[src/rtl/snu_pkg.sv]
// shared widths and constants for the surface normal unit
package snu_pkg;
    // default component and output fraction widths
    localparam int COMP_BITS_DEF     = 16;
    localparam int OUT_FRAC_BITS_DEF = 14;
    // output word width
    localparam int OUT_W  = 16;
    // normalised magnitude: leading one at bit NORM_W-1
    localparam int NORM_W = 31;
    // sum of squares and its root
    localparam int SUM_W  = 64;
    localparam int ROOT_W = 32;
    // square-root partial remainder
    localparam int REM_W  = ROOT_W + 3;
    // divisor width (twice the root)
    localparam int DEN_W  = ROOT_W + 1;
    // front-end stages ahead of the square root
    localparam int FRONT_STAGES = 7;
endpackage

[src/rtl/snu_div.sv]
// pipelined restoring divider, one quotient bit per stage
module snu_div
    import snu_pkg::*;
#(
    parameter int Q_W = OUT_FRAC_BITS_DEF + 1
) (
    input  logic             aclk,
    input  logic             en,
    input  logic [DEN_W-1:0] num_hi,
    input  logic [Q_W-1:0]   num_lo,
    input  logic [DEN_W-1:0] den,
    output logic [Q_W-1:0]   quot
);
    logic [DEN_W-1:0] rem_reg [Q_W];
    logic [Q_W-1:0]   lo_reg  [Q_W];
    logic [Q_W-1:0]   q_reg   [Q_W];
    logic [DEN_W-1:0] den_reg [Q_W];

    for (genvar k = 0; k < Q_W; k++) begin : g_step
        logic [DEN_W-1:0] rem_prev;
        logic [Q_W-1:0]   lo_prev;
        logic [Q_W-1:0]   q_prev;
        logic [DEN_W-1:0] den_prev;
        logic [DEN_W:0]   rem_in;
        logic [DEN_W:0]   diff;
        logic             ge;

        if (k == 0) begin : g_first
            assign rem_prev = num_hi;
            assign lo_prev  = num_lo;
            assign q_prev   = '0;
            assign den_prev = den;
        end else begin : g_rest
            assign rem_prev = rem_reg[k-1];
            assign lo_prev  = lo_reg[k-1];
            assign q_prev   = q_reg[k-1];
            assign den_prev = den_reg[k-1];
        end

        // shift in the next dividend bit and subtract if it fits
        assign rem_in = {rem_prev, lo_prev[Q_W-1]};
        assign diff   = rem_in - {1'b0, den_prev};
        assign ge     = rem_in >= {1'b0, den_prev};

        always_ff @(posedge aclk) begin
            if (en) begin
                rem_reg[k] <= ge ? diff[DEN_W-1:0] : rem_in[DEN_W-1:0];
                lo_reg[k]  <= lo_prev << 1;
                q_reg[k]   <= {q_prev[Q_W-2:0], ge};
                den_reg[k] <= den_prev;
            end
        end
    end

    assign quot = q_reg[Q_W-1];
endmodule
[config.mk]
export PLATFORM = sky130hd
export DESIGN_NAME = snu_div
export DESIGN_NICKNAME = d
export VERILOG_FILES = /design/src/rtl/snu_pkg.sv /design/src/rtl/snu_div.sv
export SDC_FILE = /design/constraint.sdc
export NUM_CORES = 2
export LEC_CHECK = 0
export BUFFER_PORTS_ARGS = -buffer_cell sky130_fd_sc_hd__buf_4
export CORE_MARGIN = 3
export CORE_UTILIZATION = 40
export CTS_CLUSTER_SIZE = 20
export DETAILED_ROUTE_END_ITERATION = 10
export HOLD_SLACK_MARGIN = 0.08
export PLACE_DENSITY = 0.57
export REMOVE_ABC_BUFFERS = 1
export SLEW_MARGIN = 20
export SYNTH_ARGS = -nofsm -noshare
export SYNTH_HDL_FRONTEND = slang
export SYNTH_SLANG_ARGS = --single-unit
[constraint.sdc]
create_clock -name aclk -period 10.12 [get_ports aclk]
set_input_delay 1.012 -clock aclk [delete_from_list [all_inputs] [get_ports aclk]]
set_output_delay 1.012 -clock aclk [all_outputs]
set_load 0.02 [all_outputs]
; Yosys cells after proc, flatten, opt, wreduce, memory -nomap -nowiden
; Memory sizes are Yosys's and may differ from the RTL's.
; Cells that the tools add are included.
[totals]
mem_bits_rw = 1425
input_bits = 83
n_memories = 4
register_bits = 0
output_inout_bits = 15
[memory_table]
columns = name, depth, word_bits, read_ports, rd_ports_with_merged_regs, write_ports, line
row1 = den_reg, 15, 33, 14, 0, 15, snu_div.sv:17  ; logic [DEN_W-1:0] den_reg [Q_W];
row2 = rem_reg, 15, 33, 14, 0, 15, snu_div.sv:14  ; logic [DEN_W-1:0] rem_reg [Q_W];
row3 = q_reg, 15, 15, 15, 0, 15, snu_div.sv:16  ; logic [Q_W-1:0] q_reg [Q_W];
row4 = lo_reg, 15, 14, 14, 0, 15, snu_div.sv:15  ; logic [Q_W-1:0] lo_reg [Q_W];
[classes]
add_sub_neg = 15
n_lt_le_gt_ge = 15
n_mux = 17
[op_table]
columns = operator, count
row1 = 34-bit by 33-bit greater-or-equal comparator with 1-bit output, 15
row2 = 33-bit 2-to-1 mux, 15
row3 = 33-bit subtractor, 15
row4 = 1-bit 2-to-1 mux, 2

; Longest topological paths before layout
; An unclocked memory read counts as a cell.
[logic_depth]
ltp_word = 3
ltp_mapped = 16
mapped_depth_nobuf = 14

; Least setup slack after synthesis
; No wires, ideal clock.
[synth_path]
path_type = input to register
start = input den[14]
end = memory rem_reg[0][31] (netlist name), data pin
slack_ns = 6.336
cell_stages = 13
arrival_time_ns = 3.528
setup_time_ns = 0.256
t_required_ns = 9.864
n_path_buf = 1
path_cell_list = inv_1 > ha_1 > clkbuf_1 > a21oi_1 > o21ai_0 > a21o_1 > a221o_1 > o31a_1 > o2111ai_1 > a31o_2 > a2111oi_0 > or3_1 > a31o_2
[synth_lines]
columns = element, line
row1 = "start, declared", snu_div.sv:11  ; input logic [DEN_W-1:0] den,
row2 = "end, declared", snu_div.sv:14

==> flow_summary.ini <==
[power]
combPwrFrac_pct = 45.8
switchingPower_mw = 8.44
cellLeakagePower_nw = 29.8
p_int_mw = 14.3
irDropWorstVdd_mv = 0.182
fin_total_pwr_mw = 22.7
p_sw_share_pct = 37.1
power-per-cell-area_nw_per_um2 = 311
seqPwrFrac_pct = 33.8
clock_power_share_pct = 20.4

[timing]
fmax_ghz = 0.210
setup_tns_ns = 0
relSlewSlack_pct = 31.2
tightestPinTransition_ns = 1.03
setup_viol = 0
drv_slew = 0
period_minus_slack_ns = 4.77
rsz0062_at_grt = false
hold_viol = 0
fin_skew_ns = 0.0312
timing.hold.ws_ns = 0.404
period_share_pct = 47.1

[die]
num_rows = 148
chipWidth_microns = 411
io_pins = 98
die-area_sq_um = 169000
die_y_microns = 411
core_area_sq_um = 163000
initial_core_util_pct = 40.3

[synth]
synthTopCellsByArea = edfxtp_1 (52%), ha_1 (9.4%), a21oi_1 (3.8%)
ys_seq_elements = 1149
synth_cells = 5906
synth.yosys.warnings = 0
syn_area_per_cell_sq_um = 11.1
yosysSeqAreaShare_pct = 52.5
synth-async-reset-ratio_pct = 0
synth_cell_type_count = 83
syn_area_sq_um = 65700
ys.flop_type = edfxtp_1
synth_largest_area_cell = edfxtp_1
synth-edff-count = 1149
netlist.area_leader.share_pct = 52.5

[drt]
drc_errors = 0
ant_nets = 0
avgRoutedWirePerCell_microns = 17.3
wl_microns = 143000
vias = 43300
drtIter0Drc = 1991
via_per_inst = 5.22
dr.pass1.iters = 5

[grt]
grt_max_degree = 178
gr-usage-met1_pct = 16.6
grt_use_total_pct = 16.9
grt_pass1_wl_microns = 230000
met2_usage_pct = 33.2
first_global_vias = 44800
top_usage_layer = met2
use_met3_pct = 2.53
grt-ovfl-total = 0
antenna_found_initial = 0

[setup_path]
critPathMaxStageDelay_ns = 0.54
critPathLaunchType = flop
crit_type = flop to flop
cp_max_fo = 65
crit_arrival_ns = 5.26
crit_required_ns = 10.61
crit_chain = inv_1 > ha_1 > inv_1 > fa_1 > a211oi_1 > o21ai_1 > a41oi_1 > o211ai_1 > a21bo_2 > a211oi_1 > a21oi_1 > o32ai_4 > buf_4 > mux2_2
crit_path_end_kind = flop
cp_slowest_cell = a41oi_1

[final_layout]
seq_area_sq_um = 34500
fin_nets = 6606
fillers = 15100
area_growth_pct = 11.4
multi_input_area_sq_um = 28400
layout-drive-gt1-share_pct = 9.31
diodes = 0
mostFrequentLayoutCells = edfxtp_1 (1,149), inv_1 (610), a21oi_1 (497), ha_1 (495), o21ai_0 (446)
layout_commonest_cell = edfxtp_1

[clock_tree]
cts_buffers = 138
clock_sinks = 1149
cts_max_level = 4
cts.clk_slew.worst_paths_ns = 0.06
clock_latency_ns = 0.74
cts_setup_buffers = 0
cts_tree = built
cts-resized-gates = 0
cts_hold_buf = 0
clockBufferDepth = 3
cts-root-buf = clkbuf_16

[place]
portBuffers = 97
hpwl_microns = 109000
gp_congestion = 0.961

[min_path]
min_path_type = flop to flop

[job]
drv_cap = 0

[outcome]
status = finished clean
-- power groups by stage --
stage / sequential, mW / clock [mW] / combinational [mW]
6_report: 7.69 / 4.63 / 10.4
5_1_grt: 7.82 / 5.02 / 11.7
4_1_cts: 7.69 / 4.82 / 10.4
3_5_place_dp: 7.78 / 0 / 10.4
3_3_place_gp: 7.79 / 0 / 10.3
2_1_floorplan: 7.53 / 0 / 8.02
-- per-stage QoR --
| step | utilization [%] | setup WS (ns) | instances | cell area, sq um |
|---|---|---|---|---|
| after global placement | 42.3 | 5.13 | 8049 | 69000 |
| after floorplan | - | 3.87 | 5742 | 65000 |
| after CTS | 44.9 | 5.39 | 8295 | 73200 |
| final | 44.9 | 5.35 | 8295 | 73200 |
| after detailed placement | 42.3 | 5.16 | 8049 | 69000 |
| after global routing | 44.9 | 5.16 | 8295 | 73200 |
-- worst max-delay path, delay by kind of cell, from the launching register on --
family,cells,cell delay (ns)
compound gates,8,2.45
buf+inv,3,0.63
fa+ha+maj,2,0.57
mux,1,0.40
flops,1,0.39
-- synthesized netlist by cell type, types with 67 or more instances --
cell,number
clkbuf_1,130
inv_1,610
edfxtp_1,1149
nand2_1,433
xor2_1,175
a21oi_1,499
nor2_1,259
nand3_1,115
mux2_2,180
nor3_1,67
xnor2_1,231
a21o_1,287
ha_1,495
o21ai_0,447
nand4_1,89
-- layer usage --
layer  share of wire [%]  vias to the layer above  wire length (microns)
li1                    -                    21900                      -
met1                  37                    20300                  52700
met2                  54                      747                  77600
met3                 2.9                      415                   4140
met4                 6.3                        0                   9030
met5                   0                        -                      0
-- layout make-up --
class                      count  share of cell area, %
inverter                     610                   3.13
multi-input combinational   3983                   38.8
clock inverter                78                  0.904
tap                         2175                   3.72
clock buffer                 168                   4.90
sequential                  1149                   47.1
timing repair buffer         132                   1.45
-- path summary, 6_finish.rpt --
path	start	endpoint	slack, ns	cells after the start
setup / recovery	lo_reg[1][13]	rem_reg[1][34]	5.35	14
hold / removal	q_reg[6][12]	q_reg[6][28]	0.40	0
setup reg to reg	lo_reg[1][13]	rem_reg[1][34]	5.35	14
hold reg to reg	q_reg[6][12]	q_reg[6][28]	0.40	0
-- cell families after synthesis --
family                   share of synthesized area, %
AO/OA/AOI/OAI                                    15.8
AND/OR/NAND/NOR                                  8.74
flip-flops                                       52.5
buffers and inverters                            4.53
adder cells (fa/ha/maj)                          9.85
XOR/XNOR                                         5.41
multiplexers                                     3.19
Note: power is estimated with default switching activity, not from simulation.
