===== config.mk =====
export PLATFORM = sky130hd
export DESIGN_NAME = snu_isqrt
export DESIGN_NICKNAME = d
export VERILOG_FILES = /design/src/rtl/snu_pkg.sv /design/src/rtl/snu_isqrt.sv
export SDC_FILE = /design/constraint.sdc
export NUM_CORES = 2
export LEC_CHECK = 0
export BUFFER_PORTS_ARGS = -buffer_cell sky130_fd_sc_hd__buf_4
export CAP_MARGIN = 5
export CORE_UTILIZATION = 25
export DETAILED_ROUTE_END_ITERATION = 10
export MAX_ROUTING_LAYER = met4
export PLACE_DENSITY = 0.4
export SETUP_SLACK_MARGIN = 0.4
export SYNTH_ARGS = -nofsm -noshare
export SYNTH_HDL_FRONTEND = slang
export SYNTH_MEMORY_MAX_BITS = 65536
export SYNTH_SLANG_ARGS = --single-unit

===== constraint.sdc =====
create_clock -name aclk -period 3.33 [get_ports aclk]
set_input_delay 0.4995 -clock aclk [delete_from_list [all_inputs] [get_ports aclk]]
set_output_delay 0.4995 -clock aclk [all_outputs]
set_load 0.02 [all_outputs]

===== src/rtl/snu_pkg.sv =====
// shared widths and constants for the surface normal unit
package snu_pkg;
    // default component and output fraction widths
    localparam int COMP_BITS_DEF     = 16;
    localparam int OUT_FRAC_BITS_DEF = 14;
    // output word width
    localparam int OUT_W  = 16;
    // normalised magnitude: leading one at bit NORM_W-1
    localparam int NORM_W = 31;
    // sum of squares and its root
    localparam int SUM_W  = 64;
    localparam int ROOT_W = 32;
    // square-root partial remainder
    localparam int REM_W  = ROOT_W + 3;
    // divisor width (twice the root)
    localparam int DEN_W  = ROOT_W + 1;
    // front-end stages ahead of the square root
    localparam int FRONT_STAGES = 7;
endpackage


===== src/rtl/snu_isqrt.sv =====
// pipelined integer square root, one result bit per stage
module snu_isqrt
    import snu_pkg::*;
(
    input  logic              aclk,
    input  logic              en,
    input  logic [SUM_W-1:0]  sum_in,
    output logic [ROOT_W-1:0] root_out
);
    logic [REM_W-1:0]  rem_reg  [ROOT_W];
    logic [ROOT_W-1:0] root_reg [ROOT_W];
    logic [SUM_W-1:0]  sh_reg   [ROOT_W];

    for (genvar k = 0; k < ROOT_W; k++) begin : g_step
        logic [REM_W-1:0]  rem_prev;
        logic [ROOT_W-1:0] root_prev;
        logic [SUM_W-1:0]  sh_prev;
        logic [REM_W-1:0]  rem_in;
        logic [REM_W-1:0]  trial;
        logic              ge;

        // previous stage or the incoming word
        if (k == 0) begin : g_first
            assign rem_prev  = '0;
            assign root_prev = '0;
            assign sh_prev   = sum_in;
        end else begin : g_rest
            assign rem_prev  = rem_reg[k-1];
            assign root_prev = root_reg[k-1];
            assign sh_prev   = sh_reg[k-1];
        end

        // bring down two bits and try the next root bit
        assign rem_in = {rem_prev[REM_W-3:0], sh_prev[SUM_W-1 -: 2]};
        assign trial  = {1'b0, root_prev, 2'b01};
        assign ge     = rem_in >= trial;

        always_ff @(posedge aclk) begin
            if (en) begin
                rem_reg[k]  <= ge ? rem_in - trial : rem_in;
                root_reg[k] <= {root_prev[ROOT_W-2:0], ge};
                sh_reg[k]   <= {sh_prev[SUM_W-3:0], 2'b00};
            end
        end
    end

    assign root_out = root_reg[ROOT_W-1];
endmodule


; ---- After elaboration in Yosys (flattened, before gate mapping)
; Memory sizes are Yosys's and may differ from the RTL's.
; Index checks and enable logic that the tools add are counted.
[word_totals]
ram_bits = 4128
out_inout_bits = 32
memories = 3
ff_bits = 0
[op_classes]
mux = 34
addsub = 32
n_lt_le_gt_ge = 32
[mem_list]
columns = name, words, word_bits, read_ports, rd_ports_with_merged_regs, wr, line
row1 = sh_reg, 32, 62, 31, 0, 32, snu_isqrt.sv:12  ; logic [SUM_W-1:0] sh_reg [ROOT_W];
row2 = rem_reg, 32, 35, 31, 0, 32, snu_isqrt.sv:10  ; logic [REM_W-1:0] rem_reg [ROOT_W];
row3 = root_reg, 32, 32, 32, 0, 32, snu_isqrt.sv:11  ; logic [ROOT_W-1:0] root_reg [ROOT_W];
[op_table]
columns = op, n
row1 = $mux W35, 32
row2 = $ge A35 B34 Y1, 31
row3 = $sub A35 B34 Y35, 31
row4 = $sub A2 B1 Y3 const B, 1
row5 = $ge A2 B1 Y1 const B, 1
row6 = $mux W1, 2

; ---- Longest topological paths before layout
; An unclocked memory read counts as a cell.
[depth]
word_depth = 3
depth_mapped = 14

; ---- Least setup slack after synthesis
; OpenSTA, ideal clock, no wires.
[synth_timing]
kind = register to register
start = memory rem_reg[7][10] (netlist name)
end = memory rem_reg[8][30] (netlist name), data pin
required_time_ns = 3.064
stages_incl_launch_ff = 12
setup_slack_ns = -0.074
arrival_ns = 3.138
path_cell_list = edfxtp_1 > or4_4 > or3_4 > or4_4 > or4_1 > and4_1 > and4_4 > inv_2 > o211ai_2 > buf_6 > nor4_4 > xor2_1
[synth_lines]
columns = element, line
row1 = from (decl), snu_isqrt.sv:10

==> impl_metrics.csv <==
group,metric,value,unit
run_status,status,"finished with violations",
run_status,violations,"setup timing",
critical_path,r2r_slack,-0.13,ns
power_and_ir_drop,p_leak,0.0562,uW
routing,detail-route-antenna-nets,0,
routing,dr.first_iter.drc_count,4468,
power_and_ir_drop,p_int,71300,uW
power_and_ir_drop,p_sw_frac,0.293,
floorplan,die_area,468000,sq um
floorplan,rows,250,
critical_path,rr_endpoint,"rem_reg[8][28]$_DFFE_PP_",
timing,period_share,1.04,
global_routing,grt_overflow,0,
power_and_ir_drop,p_comb_frac,0.236,
yosys,synth_edf_count,2494,
cells_and_area,regArea,74900,sq um
power_and_ir_drop,pwr-share-seq,0.422,
floorplan,core,464000,sq um
cells_and_area,largest_register_ffs,992,
routing,wirelength,289000,microns
timing,setup_viol,17,
placement,portBuffers,97,
job,maxCapViolCount,0,
routing,wl_per_cell,17.4,microns
worst_hold_path,hp-class,"in -> reg",
global_routing,grt_start_max_net_pins,130,
worst_hold_path,min_from,"sum_in[50]",
critical_path,reg2reg_depth,11,
timing,fin_tns_setup,-1.32,ns
clock_network,clock_sinks,2494,
yosys,yosys_warnings,0,
yosys,yosysSeqAreaShare,0.643,
placement,placed_cell_area,130000,sq um
yosys,async_flop_share,0,
worst_hold_path,hold-path-endpoint,"sh_reg[0][50]$_DFFE_PP_",
yosys,syn_avg_cell_area,12.9,sq um
timing,max_freq,289,MHz
cells_and_area,fillers,45890,
floorplan,die_h,684,microns
worst_hold_path,hold_depth,2,
timing,holdWs,0.277,ns
critical_path,required,3.99,ns
yosys,synth_area,116000,sq um
critical_path,critPathKind,"reg -> reg",
clock_network,htree_levels,5,
global_routing,antenna_found_initial,1,
timing,slew_viol_final,0,
placement,post-dp-hpwl,203000,microns
critical_path,cp-end-kind,"flip-flop",
floorplan,initial_core_util,0.251,
yosys,synth_top_cell_by_area,"edfxtp_1",
critical_path,crit_fanout,5,
clock_network,insertion_delay,0.92,ns
yosys,netlist_top_cells_count,"edfxtp_1, inv_1, nand2_1, ha_1, a21oi_1",
global_routing,grt_pass1_wl,444000,microns
yosys,netlist_top_cells_area,"edfxtp_1, ha_1, xor2_1",
yosys,ys_ff_latch,2494,
cells_and_area,num-nets-final,10866,
floorplan,io_pins,98,
routing,dr.pass1.iters,7,
power_and_ir_drop,power_density,676,nW/um^2
routing,drc,0,
cells_and_area,final_area,149000,sq um
yosys,syn-num-nets,9624,
cells_and_area,syn2layout_area_growth,28.2,%
power_and_ir_drop,ir_worst_vdd,0.000486,V
timing,slew_headroom,0.449,
cells_and_area,multi_input_area,43500,sq um
power_and_ir_drop,power.share.clock,0.342,
timing,hold_violations,0,
power_and_ir_drop,switchingPower,29600,uW
global_routing,grt_pass1_vias,76164,
yosys,synth_cell_types,88,
yosys,synth_ff_type,"edfxtp_1",
timing,rsz0062_at_grt,"yes",
cells_and_area,final_core_util,0.322,
timing,fin_crit,3.46,ns
critical_path,start_kind,"flip-flop",
timing,fin_skew,0.0559,ns
timing,worst_pin_slew,0.818,ns
clock_network,clockBufferDepth,4,
routing,routed_via_density,4.46,
yosys,post-synth-top-count-cell,"edfxtp_1",
global_routing,track_usage,0.122,
critical_path,critPathArrivalTime,4.12,ns
cells_and_area,drive_gt1_frac,0.229,
yosys,synthDominantCellAreaShare,0.643,
clock_network,cts_made_buffers,319,
timing,setup_slack,-0.130,ns
yosys,syn_inst,8997,
critical_path,reg2reg_from,"rem_reg[7][11]$_DFFE_PP_",
clock_network,cts_tree,"built",
routing,routed-via-count,74368,
floorplan,fp.dieW,684,microns
clock_network,cts-root-buf,"clkbuf_16",
clock_network,path_clk_slew,0.05,ns
placement,gp_congestion,0.849,
==> metal layers <==
layer / vias up / track usage / wire, microns
li1: 36003 / - / -
met1: 36538 / 0.145 / 124000
met2: 1239 / 0.212 / 146000
met3: 588 / 0.0161 / 9910
met4: 0 / 0.0404 / 10100
met5: - / - / 0
==> power groups by stage <==
| stage | registers, uW | clock network, uW | logic (uW) |
|---|---|---|---|
| floorplan | 41800 | 0 | 14000 |
| global placement | 43200 | 0 | 20900 |
| detailed placement | 43200 | 0 | 21100 |
| CTS | 42600 | 36000 | 22500 |
| global route | 43000 | 37100 | 26200 |
| finish | 42600 | 34500 | 23800 |
==> per-stage QoR <==
step	instances	power [uW]	setup slack [ns]
after floorplan	8997	55900	-0.0734
after detailed placement	15674	64200	-0.298
after global routing	16673	106000	-0.240
after global placement	15674	64100	-0.259
final	16673	101000	-0.130
after CTS	16513	101000	-0.158
==> critical path, stage by stage, from the launching register on <==
cell,delay [ns]
edfxtp_1,0.39
or4_4,0.53
or3_4,0.34
or4_4,0.43
or4_4,0.44
and4_4,0.17
and4_4,0.19
inv_4,0.06
o211ai_4,0.12
buf_12,0.20
nor4_4,0.22
xor2_1,0.10
==> what timing repair did <==
item	4_1_cts	5_1_grt
hold buffers	66	0
setup endpoints to repair	887	936
cloned	18	13
resized for setup	504	529
setup buffers	175	146
pin swaps	198	204
hold endpoints to repair	67	0
==> worst max path at each step <==
stage | startpoint | endpoint | slack, ns | depth (start not counted)
floorplan | rem_reg[7][10]$_DFFE_PP_ | rem_reg[8][30]$_DFFE_PP_ | -0.07 | 11
global placement | rem_reg[7][10]$_DFFE_PP_ | rem_reg[8][24]$_DFFE_PP_ | -0.26 | 11
detailed placement | rem_reg[7][11]$_DFFE_PP_ | rem_reg[8][32]$_DFFE_PP_ | -0.30 | 12
CTS | rem_reg[7][11]$_DFFE_PP_ | rem_reg[8][28]$_DFFE_PP_ | -0.16 | 11
global route | rem_reg[7][11]$_DFFE_PP_ | rem_reg[8][30]$_DFFE_PP_ | -0.24 | 11
finish | rem_reg[7][11]$_DFFE_PP_ | rem_reg[8][28]$_DFFE_PP_ | -0.13 | 11
==> kinds of logic (layout without fill, tap and decap cells) <==
logic type / after synthesis / after routing / synth area share
buffers and inverters: 902 / 2402 / 0.0292
xor gates and xnor gates: 791 / 791 / 0.0595
muxes: 103 / 103 / 0.00986
other: 1 / 2 / 0.0000322
AOI/OAI and AO/OA: 1843 / 1843 / 0.0984
DFF: 2494 / 2494 / 0.643
and+or+nand+nor: 2302 / 2303 / 0.0993
adders and majority gates: 561 / 561 / 0.0603
==> layout make-up <==
class                      instances  area share
antenna                            1   0.0000168
clock buffer                     394      0.0566
clock inverter                   186      0.0134
inverter                         718      0.0181
multi-input combinational       5602       0.292
sequential                      2494       0.502
tap                             6174      0.0518
timing repair buffer            1104      0.0667
==> placed cells by master (no fill, tap or decap), types with 42 or more instances in the layout <==
cell type,Yosys,final
edfxtp_1,2494,2494
buf_4,0,897
inv_1,717,683
nand2_1,582,534
nor2_1,516,477
a21oi_1,536,468
ha_1,561,432
xor2_1,400,399
o21ai_0,496,382
xnor2_1,391,377
clkbuf_16,0,341
a21o_1,245,245
nor3_1,226,172
nand3_1,141,117
nand4_1,106,106
ha_4,0,105
nand2b_1,107,103
o21a_1,102,98
mux2_2,93,77
nor2b_1,78,75
or3_1,104,74
nor4_1,125,72
o21ai_1,2,70
clkinv_1,0,66
clkbuf_1,163,66
dlygate4sd3_1,0,66
buf_12,0,62
a21oi_2,0,56
and3_1,64,55
clkinv_2,0,51
o21bai_1,56,49
o31ai_1,64,49
a31oi_1,60,46
buf_6,1,45
or2_2,49,42
No activity file was read; power rests on OpenSTA's default activity.
